--- src/rtl/core/jseu_pkg.sv ---
// Package for the JSON string escaper: word types for both channels and the
// job word passed from the classifier to the character generator.
// No dependencies.
`timescale 1ns / 1ps

package jseu_pkg;

    // one string byte in
    typedef struct packed {
        logic [7:0] in_byte;
        logic       in_last;
    } t_in_word;

    // one escaped character out
    typedef struct packed {
        logic [7:0] out_char;
        logic       out_last;
        logic       out_error;
    } t_out_word;

    // job kinds
    localparam logic [1:0] JOB_CHAR = 2'd0;  // pass one byte through
    localparam logic [1:0] JOB_ESC  = 2'd1;  // backslash and one letter
    localparam logic [1:0] JOB_ERR  = 2'd2;  // string ended mid sequence
    localparam logic [1:0] JOB_UNI  = 2'd3;  // one or two \uXXXX units

    typedef struct packed {
        logic [1:0]  kind;
        logic        two_units;
        logic [15:0] unit0;   // also holds the byte or escape letter
        logic [15:0] unit1;
    } t_job;

endpackage

--- src/rtl/core/json_string_escaper_utf16.sv ---
// Top level of the JSON string escaper with UTF-8 to UTF-16 conversion.
// Depends on jseu_pkg, jseu_front, jseu_queue and jseu_back.
`timescale 1ns / 1ps
//
//  channel   direction  handshake           word
//  -------   ---------  ------------------  ---------------------------------
//  bytes     in         push / full         i_data: in_byte, in_last
//  chars     out        pop / empty         o_data: out_char, out_last,
//                                                   out_error
//
// One byte is taken per cycle while full is low. Each byte turns into zero to
// twelve characters: plain bytes one, escapes two, each \uXXXX unit six. The
// character generator writes one character per cycle into the output
// register while that register is free or being popped, so the output port
// sets the throughput. The first character of a byte passes through the job
// queue and then the output register before it appears on the output. Reset
// is synchronous and clears the sequence tracker, the job queue and the
// output register's valid flag. Either side may stall on its own: the job
// queue holds up to QUEUE_DEPTH job words.

module json_string_escaper_utf16 import jseu_pkg::*; #(
    parameter int QUEUE_DEPTH = 4
) (
    input  logic      i_clk,
    input  logic      i_rst_n,
    input  logic      push,
    output logic      full,
    input  t_in_word  i_data,
    input  logic      pop,
    output logic      empty,
    output t_out_word o_data
);

    logic      accept;
    t_job      front_job;
    logic      front_job_vld;
    logic      mid_seq;
    logic      q_full;
    t_job      q_job;
    logic      q_vld;
    logic      q_pop;
    logic      out_vld;

    // take a byte whenever the job queue has room
    assign full   = q_full;
    assign accept = push & ~q_full;

    jseu_front u_front (
        .i_clk     (i_clk),
        .i_rst_n   (i_rst_n),
        .i_accept  (accept),
        .i_word    (i_data),
        .o_job     (front_job),
        .o_job_vld (front_job_vld),
        .o_mid_seq (mid_seq)
    );

    jseu_queue #(
        .DEPTH (QUEUE_DEPTH)
    ) u_queue (
        .i_clk   (i_clk),
        .i_rst_n (i_rst_n),
        .i_push  (front_job_vld),
        .i_job   (front_job),
        .o_full  (q_full),
        .i_pop   (q_pop),
        .o_job   (q_job),
        .o_vld   (q_vld)
    );

    jseu_back u_back (
        .i_clk     (i_clk),
        .i_rst_n   (i_rst_n),
        .i_job     (q_job),
        .i_job_vld (q_vld),
        .o_job_pop (q_pop),
        .i_out_pop (pop),
        .o_out_vld (out_vld),
        .o_word    (o_data)
    );

    // present the output register as the head of the result queue
    assign empty = ~out_vld;

`ifndef SYNTHESIS
    // the end of a string always leaves the sequence tracker idle
    a_last_clears_seq: assert property (@(posedge i_clk) disable iff (!i_rst_n)
        accept && i_data.in_last |=> !mid_seq)
        else $error("sequence state survived the last byte");

    // an error word is a lone zero character closing its byte
    a_error_shape: assert property (@(posedge i_clk) disable iff (!i_rst_n)
        !empty && o_data.out_error |-> o_data.out_last && o_data.out_char == 8'h00)
        else $error("malformed error word");

    // nothing is shown right after reset
    a_empty_after_reset: assert property (@(posedge i_clk)
        !i_rst_n |=> empty)
        else $error("output not empty after reset");
`endif

endmodule

--- src/rtl/core/jseu_front.sv ---
// Front end: accepts string bytes, tracks UTF-8 sequences and classifies
// each byte into a job word. Depends on jseu_pkg.
`timescale 1ns / 1ps

module jseu_front import jseu_pkg::*; (
    input  logic     i_clk,
    input  logic     i_rst_n,
    input  logic     i_accept,
    input  t_in_word i_word,
    output t_job     o_job,
    output logic     o_job_vld,
    output logic     o_mid_seq
);

    localparam logic [31:0] SHORT_LIMIT = 32'h00EF_BFBF;
    localparam logic [31:0] MASK_NARROW = 32'h000F_0000;
    localparam logic [31:0] MASK_WIDE   = 32'h003F_0000;
    localparam logic [31:0] MASK_TOP    = 32'h0700_0000;
    localparam logic [31:0] MASK_MID    = 32'h0000_3F00;
    localparam logic [31:0] MASK_LOW    = 32'h0000_003F;
    localparam logic [15:0] HI_SURR     = 16'hD800;
    localparam logic [15:0] LO_SURR     = 16'hDC00;
    localparam logic [20:0] SUPP_BASE   = 21'h10000;
    localparam logic [7:0]  LEAD_MASK   = 8'hC0;

    logic [31:0] r_seq, n_seq;
    logic [1:0]  r_left, n_left;
    logic [2:0]  r_len, n_len;

    logic [7:0]  b;
    logic [31:0] shifted;
    logic [31:0] m;
    logic [31:0] cp32;
    logic [20:0] cp;
    logic [20:0] t;
    logic [2:0]  lead_len;
    logic [7:0]  esc;
    logic        complete;
    t_job        job;
    logic        job_vld;

    always_comb begin
        b        = i_word.in_byte;
        shifted  = {r_seq[23:0], b};
        m        = (shifted <= SHORT_LIMIT) ? MASK_NARROW : MASK_WIDE;
        cp32     = ((shifted & MASK_TOP) >> 6) | ((shifted & m) >> 4)
                 | ((shifted & MASK_MID) >> 2) | (shifted & MASK_LOW);
        cp       = cp32[20:0];
        t        = cp - SUPP_BASE;
        lead_len = (b >= 8'hF0) ? 3'd4 : ((b >= 8'hE0) ? 3'd3 : 3'd2);
        esc      = 8'h00;
        complete = 1'b0;
        n_seq    = r_seq;
        n_left   = r_left;
        n_len    = r_len;
        job      = '0;
        job_vld  = 1'b0;

        if (r_left != 2'd0) begin
            n_seq  = shifted;
            n_left = r_left - 2'd1;
            if (n_left == 2'd0) begin
                complete = 1'b1;
            end
        end else if ((b & LEAD_MASK) == LEAD_MASK) begin
            n_seq  = {24'd0, b};
            n_len  = lead_len;
            n_left = 2'(lead_len - 3'd1);
        end else begin
            case (b)
                8'h22:   esc = 8'h22;  // quote
                8'h5C:   esc = 8'h5C;  // backslash
                8'h2F:   esc = 8'h2F;  // slash
                8'h08:   esc = 8'h62;  // b
                8'h0C:   esc = 8'h66;  // f
                8'h0A:   esc = 8'h6E;  // n
                8'h0D:   esc = 8'h72;  // r
                8'h09:   esc = 8'h74;  // t
                default: esc = 8'h00;
            endcase
            job_vld = 1'b1;
            if (esc != 8'h00) begin
                job.kind  = JOB_ESC;
                job.unit0 = {8'd0, esc};
            end else begin
                job.kind  = JOB_CHAR;
                job.unit0 = {8'd0, b};
            end
        end

        if (complete) begin
            job_vld  = 1'b1;
            job.kind = JOB_UNI;
            if (r_len == 3'd4) begin
                job.two_units = 1'b1;
                if (cp < SUPP_BASE) begin
                    // overlong: zero unit, then the plain code point
                    job.unit0 = 16'd0;
                    job.unit1 = cp[15:0];
                end else begin
                    job.unit0 = HI_SURR + {6'd0, t[19:10]};
                    job.unit1 = LO_SURR + {6'd0, t[9:0]};
                end
            end else if (r_len == 3'd3 && cp[20:16] != 5'd0) begin
                job.two_units = 1'b1;
                job.unit0     = {11'd0, cp[20:16]};
                job.unit1     = cp[15:0];
            end else begin
                job.unit0 = cp[15:0];
            end
        end

        // string ended inside a sequence: the error word replaces all else
        if (i_word.in_last && n_left != 2'd0) begin
            job_vld  = 1'b1;
            job      = '0;
            job.kind = JOB_ERR;
        end

        if (i_word.in_last) begin
            n_seq  = '0;
            n_left = '0;
            n_len  = '0;
        end
    end

    always_ff @(posedge i_clk) begin
        if (!i_rst_n) begin
            r_seq  <= '0;
            r_left <= '0;
            r_len  <= '0;
        end else if (i_accept) begin
            r_seq  <= n_seq;
            r_left <= n_left;
            r_len  <= n_len;
        end
    end

    assign o_job     = job;
    assign o_job_vld = i_accept & job_vld;
    assign o_mid_seq = (r_left != 2'd0);

endmodule

--- src/rtl/core/jseu_queue.sv ---
// Short job queue between the front end and the character generator.
// Depends on jseu_pkg.
`timescale 1ns / 1ps

module jseu_queue import jseu_pkg::*; #(
    parameter int DEPTH = 4
) (
    input  logic i_clk,
    input  logic i_rst_n,
    input  logic i_push,
    input  t_job i_job,
    output logic o_full,
    input  logic i_pop,
    output t_job o_job,
    output logic o_vld
);

    localparam int PW = (DEPTH > 1) ? $clog2(DEPTH) : 1;
    localparam int CW = $clog2(DEPTH + 1);

    t_job          r_mem [DEPTH];
    logic [PW-1:0] r_wr, n_wr;
    logic [PW-1:0] r_rd, n_rd;
    logic [CW-1:0] r_cnt, n_cnt;
    logic          do_push, do_pop;

    assign o_full  = (r_cnt == CW'(DEPTH));
    assign o_vld   = (r_cnt != '0);
    assign do_push = i_push & ~o_full;
    assign do_pop  = i_pop & o_vld;
    assign o_job   = r_mem[r_rd];

    always_comb begin
        n_wr  = r_wr;
        n_rd  = r_rd;
        n_cnt = r_cnt;
        if (do_push) begin
            n_wr = (r_wr == PW'(DEPTH - 1)) ? '0 : r_wr + 1'b1;
        end
        if (do_pop) begin
            n_rd = (r_rd == PW'(DEPTH - 1)) ? '0 : r_rd + 1'b1;
        end
        if (do_push && !do_pop) begin
            n_cnt = r_cnt + 1'b1;
        end else if (do_pop && !do_push) begin
            n_cnt = r_cnt - 1'b1;
        end
    end

    always_ff @(posedge i_clk) begin
        if (!i_rst_n) begin
            r_wr  <= '0;
            r_rd  <= '0;
            r_cnt <= '0;
        end else begin
            r_wr  <= n_wr;
            r_rd  <= n_rd;
            r_cnt <= n_cnt;
        end
    end

    always_ff @(posedge i_clk) begin
        if (do_push) begin
            r_mem[r_wr] <= i_job;
        end
    end

endmodule

--- src/rtl/core/jseu_back.sv ---
// Back end: expands one job word into output characters, one per cycle while
// the registered output stage is free or being popped. Depends on jseu_pkg.
`timescale 1ns / 1ps

module jseu_back import jseu_pkg::*; (
    input  logic      i_clk,
    input  logic      i_rst_n,
    input  t_job      i_job,
    input  logic      i_job_vld,
    output logic      o_job_pop,
    input  logic      i_out_pop,
    output logic      o_out_vld,
    output t_out_word o_word
);

    localparam logic [2:0] POS_BSL  = 3'd0;
    localparam logic [2:0] POS_U    = 3'd1;
    localparam logic [2:0] POS_HEX3 = 3'd2;
    localparam logic [2:0] POS_HEX2 = 3'd3;
    localparam logic [2:0] POS_HEX1 = 3'd4;
    localparam logic [2:0] POS_HEX0 = 3'd5;

    function automatic logic [7:0] hex_char(input logic [3:0] v);
        hex_char = (v < 4'd10) ? (8'h30 + {4'd0, v}) : (8'h37 + {4'd0, v});
    endfunction

    logic [2:0]  r_pos, n_pos;
    logic        r_unit, n_unit;
    logic        r_out_vld;
    t_out_word   r_word;

    logic        advance;
    logic [15:0] unit;
    logic [3:0]  nib;
    t_out_word   word;

    assign advance = i_job_vld & (~r_out_vld | i_out_pop);
    assign unit    = r_unit ? i_job.unit1 : i_job.unit0;

    always_comb begin
        case (r_pos)
            POS_HEX3: nib = unit[15:12];
            POS_HEX2: nib = unit[11:8];
            POS_HEX1: nib = unit[7:4];
            default:  nib = unit[3:0];
        endcase

        word  = '0;
        n_pos = r_pos;
        n_unit = r_unit;
        case (i_job.kind)
            JOB_CHAR: begin
                word.out_char = i_job.unit0[7:0];
                word.out_last = 1'b1;
            end
            JOB_ESC: begin
                word.out_char = (r_pos == POS_BSL) ? 8'h5C : i_job.unit0[7:0];
                word.out_last = (r_pos != POS_BSL);
            end
            JOB_ERR: begin
                word.out_last  = 1'b1;
                word.out_error = 1'b1;
            end
            default: begin
                case (r_pos)
                    POS_BSL: word.out_char = 8'h5C;
                    POS_U:   word.out_char = 8'h75;
                    default: word.out_char = hex_char(nib);
                endcase
                word.out_last = (r_pos == POS_HEX0) & (r_unit | ~i_job.two_units);
            end
        endcase

        // step through the job; drop back to the start after each unit and once the job is done
        if (word.out_last) begin
            n_pos  = POS_BSL;
            n_unit = 1'b0;
        end else if (r_pos == POS_HEX0) begin
            n_pos  = POS_BSL;
            n_unit = 1'b1;
        end else begin
            n_pos = r_pos + 3'd1;
        end
    end

    assign o_job_pop = advance & word.out_last;

    always_ff @(posedge i_clk) begin
        if (!i_rst_n) begin
            r_pos     <= POS_BSL;
            r_unit    <= 1'b0;
            r_out_vld <= 1'b0;
        end else begin
            if (advance) begin
                r_pos     <= n_pos;
                r_unit    <= n_unit;
                r_out_vld <= 1'b1;
            end else if (i_out_pop) begin
                r_out_vld <= 1'b0;
            end
        end
    end

    always_ff @(posedge i_clk) begin
        if (advance) begin
            r_word <= word;
        end
    end

    assign o_out_vld = r_out_vld;
    assign o_word    = r_word;

endmodule
--- config.mk ---
export PLATFORM = sky130hd
export DESIGN_NAME = json_string_escaper_utf16
export DESIGN_NICKNAME = d
export VERILOG_FILES = /design/src/rtl/core/jseu_pkg.sv /design/src/rtl/core/json_string_escaper_utf16.sv /design/src/rtl/core/jseu_front.sv /design/src/rtl/core/jseu_queue.sv /design/src/rtl/core/jseu_back.sv
export SDC_FILE = /design/constraint.sdc
export NUM_CORES = 1
export LEC_CHECK = 0
export ABC_CLOCK_PERIOD_IN_PS = 8650
export BUFFER_PORTS_ARGS = -buffer_cell sky130_fd_sc_hd__buf_4
export CAP_MARGIN = 25
export CORE_AREA = 3 3 113 169
export DETAILED_ROUTE_END_ITERATION = 10
export DIE_AREA = 0 0 116 172
export GPL_TIMING_DRIVEN = 0
export PLACE_DENSITY = 0.66
export SKIP_CTS_REPAIR_TIMING = 1
export SYNTH_ARGS = -nofsm -noshare
export SYNTH_HDL_FRONTEND = slang
export SYNTH_HIERARCHICAL = 1
export SYNTH_SLANG_ARGS = --single-unit
--- constraint.sdc ---
create_clock -name i_clk -period 8.65 [get_ports i_clk]
set_clock_uncertainty 0.05 [all_clocks]
set_input_delay 0.865 -clock i_clk [delete_from_list [all_inputs] [get_ports i_clk]]
set_output_delay 0.865 -clock i_clk [all_outputs]
set_load 0.03 [all_outputs]
==> results of run 1 <==
==> metal layers <==
metal,up-vias,wire length [um],track usage
met3,47,723,0.04167
li1,2520,-,-
met1,2747,7230,0.2314
met2,184,10570,0.3741
met4,0,668,0.08783
met5,-,0,0
==> worst max-delay path by stage <==
stage                     slack [ns]  cells after the start              endpoint
after floorplan                 5.40                     12  u_queue/r_mem[0][18]
after global placement          4.81                     12  u_queue/r_mem[0][18]
after detailed placement        4.77                     12  u_queue/r_mem[0][18]
after CTS                       5.01                     14      u_queue/r_cnt[2]
after global routing            4.78                     14      u_queue/r_cnt[2]
final                           5.09                     14      u_queue/r_cnt[2]
==> through the flow <==
stage | hold slack (ns) | setup slack [ns] | area, sq um | power, uW
floorplan | 0.3906 | 5.402 | 8796 | 1762
global placement | 0.3997 | 4.809 | 9225 | 1953
detailed placement | 0.4196 | 4.766 | 9310 | 1991
CTS | 0.4291 | 5.008 | 9893 | 2744
global route | 0.4539 | 4.775 | 9893 | 2851
finish | 0.4249 | 5.092 | 9893 | 2714
==> worst min-delay path: stages, from the launching register on <==
cell	delay [ns]
dfxtp_1	0.31
nand2_1	0.05
a21boi_0	0.06
==> cell type report <==
class                   count  area [sq um]  area share
multi-input cells         390          3159      0.3193
inverters                  11         41.29    0.004174
clock inverters            15         157.7     0.01594
well taps                 217         271.5     0.02744
repair buffers             25         237.7     0.02403
plain buffers              35         235.2     0.02378
clock buffers              17         425.4     0.04300
flip-flops and latches    193          5365      0.5423
==> state kept, by name, indices dropped and copies added (netlist names), named ones only <==
name and flops:
u_queue/r_wr 2, u_back/r_pos 3, u_queue/r_cnt 3, u_queue/r_rd 2
u_back/o_out_vld 1, u_front/r_seq 24, u_queue/r_mem 140, u_front/r_left 2
u_front/r_len 3, u_back/o_word 10, u_back/r_unit 1
==> cell usage after synthesis (8+ instances only) <==
cell / number
dfxtp_1: 43
a21boi_0: 20
and2_1: 13
buf_2: 11
nand2_1: 53
o22ai_1: 8
nor3_1: 9
o21a_1: 8
o21ai_0: 13
mux4_2: 30
mux2i_1: 16
inv_1: 10
nand3_1: 22
a22oi_1: 10
a21oi_1: 26
clkbuf_1: 15
nor2b_1: 13
ha_1: 9
nor2_1: 34
and3_1: 12
nand2b_1: 12
edfxtp_1: 150
==> power breakdown <==
group,switching (uW),internal [uW]
logic,433,336
clock network,367,387
registers,44.9,1150
==> cells by family after synthesis <==
family / Yosys count / synth area share
AO/OA/AOI/OAI: 122 / 0.1009
XOR/XNOR: 5 / 0.004978
adder cells (fa/ha/maj): 10 / 0.01508
buffers and inverters: 46 / 0.03144
flip-flops: 193 / 0.6100
multiplexers: 55 / 0.1151
AND/OR/NAND/NOR: 198 / 0.1226
==> impl_summary.log, run 1 <==
INFO  metric hold_end = u_front/r_seq[20]
INFO  metric hp-start = u_front/r_seq[20]
INFO  metric num-fill-cells = 1,457
INFO  metric std_cell_rows = 60
INFO  metric cts_made_buffers = 17
INFO  metric syn_to_final_growth = 12.48%
INFO  metric tns = 0 ns
INFO  metric delay_contributed_by_the_slowest_stage_of_the_critical_path = 0.38 ns
INFO  metric core_area = 0.01787 sq mm
INFO  metric synth_top_cells_by_area = edfxtp_1, dfxtp_1, mux4_2
INFO  metric grt-ovfl-total = 0
INFO  metric gr-usage-all-layers = 0.2056
INFO  metric min_period = 3.558 ns
INFO  metric cp.required = 8.95 ns
INFO  metric max_cap_violations = 0
INFO  metric synth-warning-count = 6
INFO  metric path_class = reg2reg
INFO  metric die_height = 172 um
INFO  metric final_max_slew_viol_count = 0
INFO  metric timing_worst_slew_pin_value = 0.8291 ns
INFO  metric endpoint_kind = register
INFO  metric non_filler_cells_in_the_finished_layout = 903
INFO  metric cts_tree = built
INFO  metric nature_of_the_critical_path_startpoint = register
INFO  metric worstPathBufferInverterCount = 4
INFO  metric number_of_nets_produced_by_synthesis = 652
INFO  metric timing.final.hold_violations = 0
INFO  metric dp_hpwl = 14,050 um
INFO  metric layout-drive-gt1-share = 0.2041
INFO  metric critical-path-slowest-cell = mux4_2
INFO  metric syn-mean-instance-area = 13.98 sq um
INFO  metric drc_errors = 0
INFO  metric pin_count_of_the_biggest_net_entering_global_routing = 27
INFO  metric average_wire_length_per_cell_after_detail_routing = 21.25 um
INFO  metric root_buffer = clkbuf_16
INFO  metric status = finished clean
INFO  metric place.gp.congestion = 0.9669
INFO  metric final_antenna_diode_count = 0
INFO  metric proportion_of_netlist_area_held_by_the_largest_area_contributor = 0.5121
INFO  metric initial_antenna_violation_count = 0
INFO  metric synth_edf_count = 150
INFO  metric grt_setup_unrepaired = false
INFO  metric drt-pass1-iter-count = 5
INFO  metric count_of_cell_types_in_the_netlist = 75
INFO  metric grt_first_pass_wirelength = 30,620 um
INFO  metric via_count_of_the_first_global_routing_pass = 5,595
INFO  metric reg2reg_setup_slack = 5.09 ns
INFO  metric postRouteAntennaNets = 0
INFO  metric layout.cells.most_common_list = edfxtp_1, nand2_1, dfxtp_1
INFO  metric ys_dominant_reg_cell = edfxtp_1
INFO  metric ctsLongestPathBuffers = 2
INFO  metric fmaxAchievable = 281.0 MHz
INFO  metric dieWidth = 116 um
INFO  metric worst_hold_path_type = reg2reg
INFO  metric synthDominantAreaCellType = edfxtp_1
INFO  metric numPortBuffers = 21
INFO  metric fin_nets = 696
INFO  metric path_delay_family = buffers and inverters
INFO  metric netlist_instances = 629
INFO  metric leakagePower = 0.003323 uW
INFO  metric timing.critical_path.fanout_max = 10
INFO  metric cts_htree_levels = 4
INFO  metric worstPathCellList = clkbuf_2, buf_2, mux4_2, inv_2, a21oi_1, o21ai_1, and2_1, o31ai_1, ha_1, inv_1, fa_1, xor2_1, or3_1, a21boi_0
INFO  metric clock_insertion_delay_worst_skew = 0.43 ns
INFO  metric route.vias.total = 5,498
INFO  metric synth-seq-area-share = 0.6100
INFO  metric vdd_ir_drop_max = 0.0001132 V
INFO  metric p_per_area = 274.3 mW/mm^2
INFO  metric ff2ff_path_depth = 14
INFO  metric signal_arrival_time_at_the_worst_endpoint = 3.85 ns
INFO  metric floorplan.io_pins = 25
INFO  metric synth_seq_cells = 193
INFO  metric setup_viol = 0
INFO  metric post-route-util = 0.5537
INFO  metric layout.cells.most_common = edfxtp_1
INFO  metric post_drt_via_cell_ratio = 6.089
INFO  metric reg2reg_to = u_queue/r_cnt[2]
INFO  metric tritoncts_num_sinks = 193
INFO  metric max_slew_headroom = 0.4473
INFO  metric clk_transition_reported_paths = 0.07 ns
INFO  metric drt_first_iter_violations = 370
INFO  metric netlist_area = 0.008796 sq mm
INFO  metric die_area = 0.01995 sq mm
INFO  metric min_delay_path_depth = 2
INFO  metric finalWirelength = 19,190 um
INFO  metric placed_cells_incl_taps = 871
INFO  metric async_flop_share = 0
INFO  metric initial_core_util = 0.4923
INFO  metric final_min_period_over_clock_period = 0.4113
(Power assumes the default switching activity.)
==> run 2: changes to the inputs <==
ABC_CLOCK_PERIOD_IN_PS = 3300   (was 8650)
clock period = 3.3 ns   (was 8.65 ns; I/O delays follow)
==> impl_summary.log, run 2 (same netlist as run 1, synthesis figures left out) <==
INFO  metric tritoncts_num_sinks = 193 (unchanged)
INFO  metric placed_cells_incl_taps = 871 (unchanged)
INFO  metric max_cap_violations = 0 (unchanged)
INFO  metric nature_of_the_critical_path_startpoint = register
INFO  metric grt-ovfl-total = 0 (unchanged)
INFO  metric min_period = 3.219 ns (-0.3389 ns)
INFO  metric die_area = 0.01995 sq mm (unchanged)
INFO  metric rr_startpoint = u_front/r_seq[12]
INFO  metric final_min_period_over_clock_period = 0.9755 (+0.5642)
INFO  metric final_design_area_no_fill = 0.009958 sq mm (+0.66%)
INFO  metric non_filler_cells_in_the_finished_layout = 905 (+0.22%)
INFO  metric floorplan.io_pins = 25 (unchanged)
INFO  metric max_slew_headroom = 0.4832 (+0.03594)
INFO  metric dieWidth = 116 um (unchanged)
INFO  metric critical-path-slowest-cell = a222oi_1
INFO  metric cts_tree = built
INFO  metric layout.cells.most_common = edfxtp_1
INFO  metric place.gp.congestion = 0.9669 (unchanged)
INFO  metric clock_insertion_delay_worst_skew = 0.43 ns (about the same)
INFO  metric drt_first_iter_violations = 380 (+2.7%)
INFO  metric regMostFlops = u_queue/r_mem
INFO  metric post_place_instance_area = 0.009310 sq mm (unchanged)
INFO  metric endpoint_kind = register
INFO  metric numPortBuffers = 21 (unchanged)
INFO  metric initial_antenna_violation_count = 0 (unchanged)
INFO  metric signal_arrival_time_at_the_worst_endpoint = 3.30 ns (-0.55 ns)
INFO  metric final_antenna_diode_count = 0 (unchanged)
INFO  metric post_drt_via_cell_ratio = 6.069 (-0.33%)
INFO  metric fmaxAchievable = 310.6 MHz (+11%)
INFO  metric delay_contributed_by_the_slowest_stage_of_the_critical_path = 0.51 ns (+0.13 ns)
INFO  metric num-fill-cells = 1,456 (-0.069%)
INFO  metric cts_htree_levels = 4 (unchanged)
INFO  metric final_max_slew_viol_count = 0 (unchanged)
INFO  metric leakagePower = 0.003345 uW (+0.67%)
INFO  metric grt_setup_unrepaired = false
INFO  metric layout.cells.most_common_list = edfxtp_1, nand2_1, dfxtp_1
INFO  metric worstPathCellList = clkbuf_2, nand4b_1, nor2_1, nor3b_2, nor2_2, nand2_1, ha_1, a211o_1, and2_1, clkbuf_2, a222oi_1, o22ai_2
INFO  metric worst_hold_path_type = in2reg
INFO  metric timing_worst_slew_pin_value = 0.7752 ns (-0.05391 ns)
INFO  metric timing.critical_path.fanout_max = 10 (unchanged)
INFO  metric reg2reg_setup_slack = 0.08 ns (-5.01 ns)
INFO  metric die_height = 172 um (unchanged)
INFO  metric cp.required = 3.39 ns (-5.56 ns)
INFO  metric pin_count_of_the_biggest_net_entering_global_routing = 27 (unchanged)
INFO  metric ctsLongestPathBuffers = 2 (unchanged)
INFO  metric fin_nets = 698 (+0.29%)
INFO  metric setup_viol = 0 (unchanged)
INFO  metric reg2reg_to = u_queue/r_mem[0][18]
INFO  metric gr-usage-all-layers = 0.2057 (about the same)
INFO  metric std_cell_rows = 60 (unchanged)
INFO  metric status = finished clean
INFO  metric route.vias.total = 5,492 (-0.11%)
INFO  metric syn_to_final_growth = 13.21%
INFO  metric root_buffer = clkbuf_16
INFO  metric drt-pass1-iter-count = 5 (unchanged)
INFO  metric timing.final.hold_violations = 0 (unchanged)
INFO  metric total_power = 7171 uW (+160%)
INFO  metric cp_common_cell = clkbuf_2
INFO  metric drc_errors = 0 (unchanged)
INFO  metric average_wire_length_per_cell_after_detail_routing = 21.30 um (+0.24%)
INFO  metric largest_reg_flops = 140 (unchanged)
INFO  metric crit_end = u_queue/r_mem[0][18]
INFO  metric initial_core_util = 0.4923 (unchanged)
INFO  metric clk_transition_reported_paths = 0.07 ns (about the same)
INFO  metric path_class = reg2reg
INFO  metric finalWirelength = 19,280 um (+0.46%)
INFO  metric cts_made_buffers = 17 (unchanged)
INFO  metric vdd_ir_drop_max = 0.0003476 V (+210%)
INFO  metric ff2ff_path_depth = 12 (-2)
INFO  metric core_area = 0.01787 sq mm (unchanged)
INFO  metric via_count_of_the_first_global_routing_pass = 5,588 (-0.13%)
INFO  metric p_per_area = 720.1 mW/mm^2 (+160%)
INFO  metric dp_hpwl = 14,050 um (unchanged)
INFO  metric grt_first_pass_wirelength = 30,630 um (about the same)
INFO  metric startpoint = u_front/r_seq[12]
INFO  metric layout-drive-gt1-share = 0.2253 (+0.02121)
INFO  metric postRouteAntennaNets = 0 (unchanged)
run 2: worst max-delay path, delay by kind of cell, from the launching register on:
kind | cells | cell delay (ns)
AOI/OAI and AO/OA | 3 | 1.03
adders and majority gates | 1 | 0.21
buffers and inverters | 2 | 0.38
DFF | 1 | 0.30
and+or+nand+nor | 6 | 0.95
run 2: worst min path at each step:
stage | from | endpoint | slack (ns) | cells after the start
after global placement | u_front/r_seq[21] | u_front/r_seq[21] | 0.40 | 2
after global routing | i_rst_n | u_back/o_out_vld | 0.14 | 2
final | pop | u_back/o_out_vld | 0.15 | 3
after detailed placement | u_front/r_seq[20] | u_front/r_seq[20] | 0.42 | 2
after floorplan | u_front/r_seq[21] | u_front/r_seq[21] | 0.39 | 2
after CTS | pop | u_back/o_out_vld | 0.13 | 3
run 2: stage by stage:
step / util / hold WS, ns / setup WS (ns) / setup TNS [ns]
finish: 0.5574 / 0.1526 / 0.08079 / 0
global route: 0.5574 / 0.1364 / 0.01121 / 0
CTS: 0.5537 / 0.1309 / -0.3419 / -0.4788
detailed placement: 0.5211 / 0.4196 / -0.3139 / -0.5560
global placement: 0.5163 / 0.3997 / -0.1334 / -0.1574
floorplan: - / 0.3906 / 0.4048 / 0
run 2: power breakdown:
part | leakage (uW) | switching [uW] | internal (uW)
clock | 0.000283 | 963 | 1010
combinational | 0.00129 | 1160 | 917
sequential | 0.00177 | 120 | 3000
run 2: final cells by class:
class	instances	area [sq um]	area share
clock buffers	17	425.4	0.04272
multi-input cells	390	3193	0.3206
well taps	217	271.5	0.02726
clock inverters	15	157.7	0.01583
flip-flops and latches	193	5368	0.5390
inverters	11	43.79	0.004398
plain buffers	34	239.0	0.02400
repair buffers	28	260.3	0.02613
run 2: per-layer routing:
layer  global-route usage  routed length, um
met5                    0                  0
met4              0.08582                678
met3              0.04167                699
met2               0.3743              10670
met1               0.2323               7236
==> run 3: changes to the inputs <==
ABC_CLOCK_PERIOD_IN_PS = 3100   (was 3300)
clock period = 3.1 ns   (was 3.3 ns; I/O delays follow)
==> impl_summary.log, run 3 (same netlist as run 1, synthesis figures left out) <==
INFO  metric p_per_area = 769.2 mW/mm^2 (+6.8%)
INFO  metric signal_arrival_time_at_the_worst_endpoint = 3.35 ns (+0.05 ns)
INFO  metric critical-path-slowest-cell = mux4_2
INFO  metric ff_latch_area = 0.005370 sq mm (about the same)
INFO  metric final_design_area_no_fill = 0.01003 sq mm (+0.74%)
INFO  metric nature_of_the_critical_path_startpoint = register
INFO  metric numPortBuffers = 21 (unchanged)
INFO  metric final_max_slew_viol_count = 0 (unchanged)
INFO  metric cts_tree = built
INFO  metric num-fill-cells = 1,452 (-0.27%)
INFO  metric max_cap_violations = 0 (unchanged)
INFO  metric initial_antenna_violation_count = 0 (unchanged)
INFO  metric layout.cells.most_common = edfxtp_1
INFO  metric multi_input_gate_area = 0.003208 sq mm (+0.47%)
INFO  metric grtUsageMet3 = 0.04167 (unchanged)
INFO  metric timing.critical_path.fanout_max = 10 (unchanged)
INFO  metric pin_count_of_the_biggest_net_entering_global_routing = 27 (unchanged)
INFO  metric fmaxAchievable = 329.0 MHz (+5.9%)
INFO  metric drt-pass1-iter-count = 6 (+1)
INFO  metric intPower = 5307 uW (+7.6%)
INFO  metric die_height = 172 um (unchanged)
INFO  metric drc_errors = 0 (unchanged)
INFO  metric dp_worst_setup_slack = -0.5139 ns (-0.2000 ns)
INFO  metric vdd_ir_drop_max = 0.0003827 V (+10%)
INFO  metric regMostFlops = u_queue/r_mem
INFO  metric dieWidth = 116 um (unchanged)
INFO  metric cts_htree_levels = 4 (unchanged)
INFO  metric drt_first_iter_violations = 386 (+1.6%)
INFO  metric fin_nets = 704 (+0.86%)
INFO  metric syn_to_final_growth = 14.05%
INFO  metric clk_transition_reported_paths = 0.07 ns (about the same)
INFO  metric max_slew_headroom = 0.6075 (+0.1243)
INFO  metric setup_viol = 0 (unchanged)
INFO  metric layout-drive-gt1-share = 0.2392 (+0.01390)
INFO  metric timing_worst_slew_pin_value = 0.5837 ns (-0.1915 ns)
INFO  metric post_drt_via_cell_ratio = 6.064 (about the same)
INFO  metric tritoncts_num_sinks = 193 (unchanged)
INFO  metric clock_insertion_delay_worst_skew = 0.43 ns (about the same)
INFO  metric die_area = 0.01995 sq mm (unchanged)
INFO  metric root_buffer = clkbuf_16
INFO  metric via_count_of_the_first_global_routing_pass = 5,588 (unchanged)
INFO  metric route.vias.total = 5,524 (+0.58%)
INFO  metric worstPathCellList = buf_8, buf_12, mux4_2, inv_4, a21oi_2, o21ai_2, and2_4, o31ai_4, ha_2, inv_1, fa_1, xor2_1, or3_1, a21boi_2
INFO  metric core_area = 0.01787 sq mm (unchanged)
INFO  metric power_frac_clock = 0.273 (-0.003)
INFO  metric grt-ovfl-total = 0 (unchanged)
INFO  metric gr-usage-met1 = 0.2323 (unchanged)
INFO  metric worst_hold_path_type = in2reg
INFO  metric power.switching_fraction = 0.3123 (about the same)
INFO  metric ctsLongestPathBuffers = 2 (unchanged)
INFO  metric finalWirelength = 19,320 um (+0.20%)
INFO  metric grt_first_pass_wirelength = 30,630 um (unchanged)
INFO  metric net-switching-power = 2410 uW (+7.7%)
INFO  metric std_cell_rows = 60 (unchanged)
INFO  metric cts_made_buffers = 17 (unchanged)
INFO  metric initial_core_util = 0.4923 (unchanged)
INFO  metric largest_reg_flops = 140 (unchanged)
INFO  metric grt.met2_usage = 0.3743 (unchanged)
INFO  metric cp.required = 3.41 ns (+0.02 ns)
INFO  metric dp_hpwl = 14,050 um (unchanged)
INFO  metric final_antenna_diode_count = 0 (unchanged)
INFO  metric layout.cells.most_common_list = edfxtp_1, nand2_1, dfxtp_1
INFO  metric postRouteAntennaNets = 0 (unchanged)
INFO  metric place.gp.congestion = 0.9669 (unchanged)
INFO  metric gr-usage-all-layers = 0.2057 (unchanged)
INFO  metric timing.final.hold_violations = 0 (unchanged)
INFO  metric post_place_instance_area = 0.009310 sq mm (unchanged)
INFO  metric layout_setup_ws = 0.06056 ns (-0.02023 ns)
INFO  metric floorplan.io_pins = 25 (unchanged)
INFO  metric grt_setup_unrepaired = true
INFO  metric status = finished clean
INFO  metric average_wire_length_per_cell_after_detail_routing = 21.21 um (-0.46%)
INFO  metric seqPwrFrac = 0.431 (-0.004)
INFO  metric min_period = 3.039 ns (-0.1798 ns)
INFO  metric busiest_layer = met2
INFO  metric hp-start = pop
INFO  metric endpoint_kind = register
INFO  metric total_power = 7717 uW (+7.6%)
INFO  metric delay_contributed_by_the_slowest_stage_of_the_critical_path = 0.45 ns (-0.06 ns)
INFO  metric power_frac_comb = 0.296 (+0.007)
INFO  metric leakagePower = 0.003380 uW (+1.0%)
INFO  metric path_class = reg2reg
INFO  metric final_min_period_over_clock_period = 0.9805 (+0.004946)
-- run 3: cell count changes in the layout (fill, tap and decap cells not counted), moves of 2 or more --
cell	before	now
dfxtp_2	2	4
clkbuf_2	2	0
buf_4	24	31
clkbuf_4	0	2
nor2_2	1	3
nor2_1	33	31
dfxtp_1	41	39
-- run 3: path summary, 6_finish.rpt --
| check | endpoint | slack, ns | cells after the start |
|---|---|---|---|
| worst max-delay path | u_queue/r_cnt[2] | 0.06 | 14 |
| worst min-delay path | u_back/o_out_vld | 0.13 | 3 |
| worst max register to register | u_queue/r_cnt[2] | 0.06 | 14 |
| worst min register to register | u_front/r_seq[20] | 0.42 | 2 |
-- run 3: routing by layer --
metal | routed length (um) | share of wire | up-vias
met5 | 0 | 0 | -
li1 | - | - | 2537
met1 | 7222 | 0.37 | 2755
met4 | 729 | 0.038 | 0
met3 | 760 | 0.039 | 54
met2 | 10610 | 0.55 | 178
-- run 3: power by group through the flow --
stage | sequential [uW] | combinational [uW] | clock (uW)
2_1_floorplan | 3490 | 1420 | 0
3_3_place_gp | 3370 | 2080 | 0
3_5_place_dp | 3380 | 2170 | 0
4_1_cts | 3330 | 2180 | 2150
5_1_grt | 3370 | 2470 | 2260
6_report | 3330 | 2280 | 2110
-- run 3: per-stage QoR --
step                      setup TNS [ns]  hold slack [ns]    util  cells
final                                  0           0.1281  0.5615    911
after global routing            -0.07976           0.1164  0.5615    911
after CTS                         -3.182           0.1109  0.5537    903
after detailed placement          -2.957           0.4196  0.5211    871
after global placement            -21.93           0.3997  0.5163    867
after floorplan                        0           0.3906       -    629
-- run 3: worst max-delay path: cells and delay by family (launching register included) --
family	cells	cell delay, ns
DFF	1	0.32
muxes	1	0.45
adders and majority gates	2	0.61
buffers and inverters	4	0.40
and+or+nand+nor	2	0.52
AOI/OAI and AO/OA	4	0.43
xor gates and xnor gates	1	0.18
-- run 3: final cells by class --
type                    instances  share of cell area
repair buffers                 35             0.03118
clock inverters                15             0.01571
plain buffers                  33             0.02420
well taps                     217             0.02706
clock buffers                  17             0.04240
flip-flops and latches        193              0.5353
inverters                      11            0.004365
multi-input cells             390              0.3198
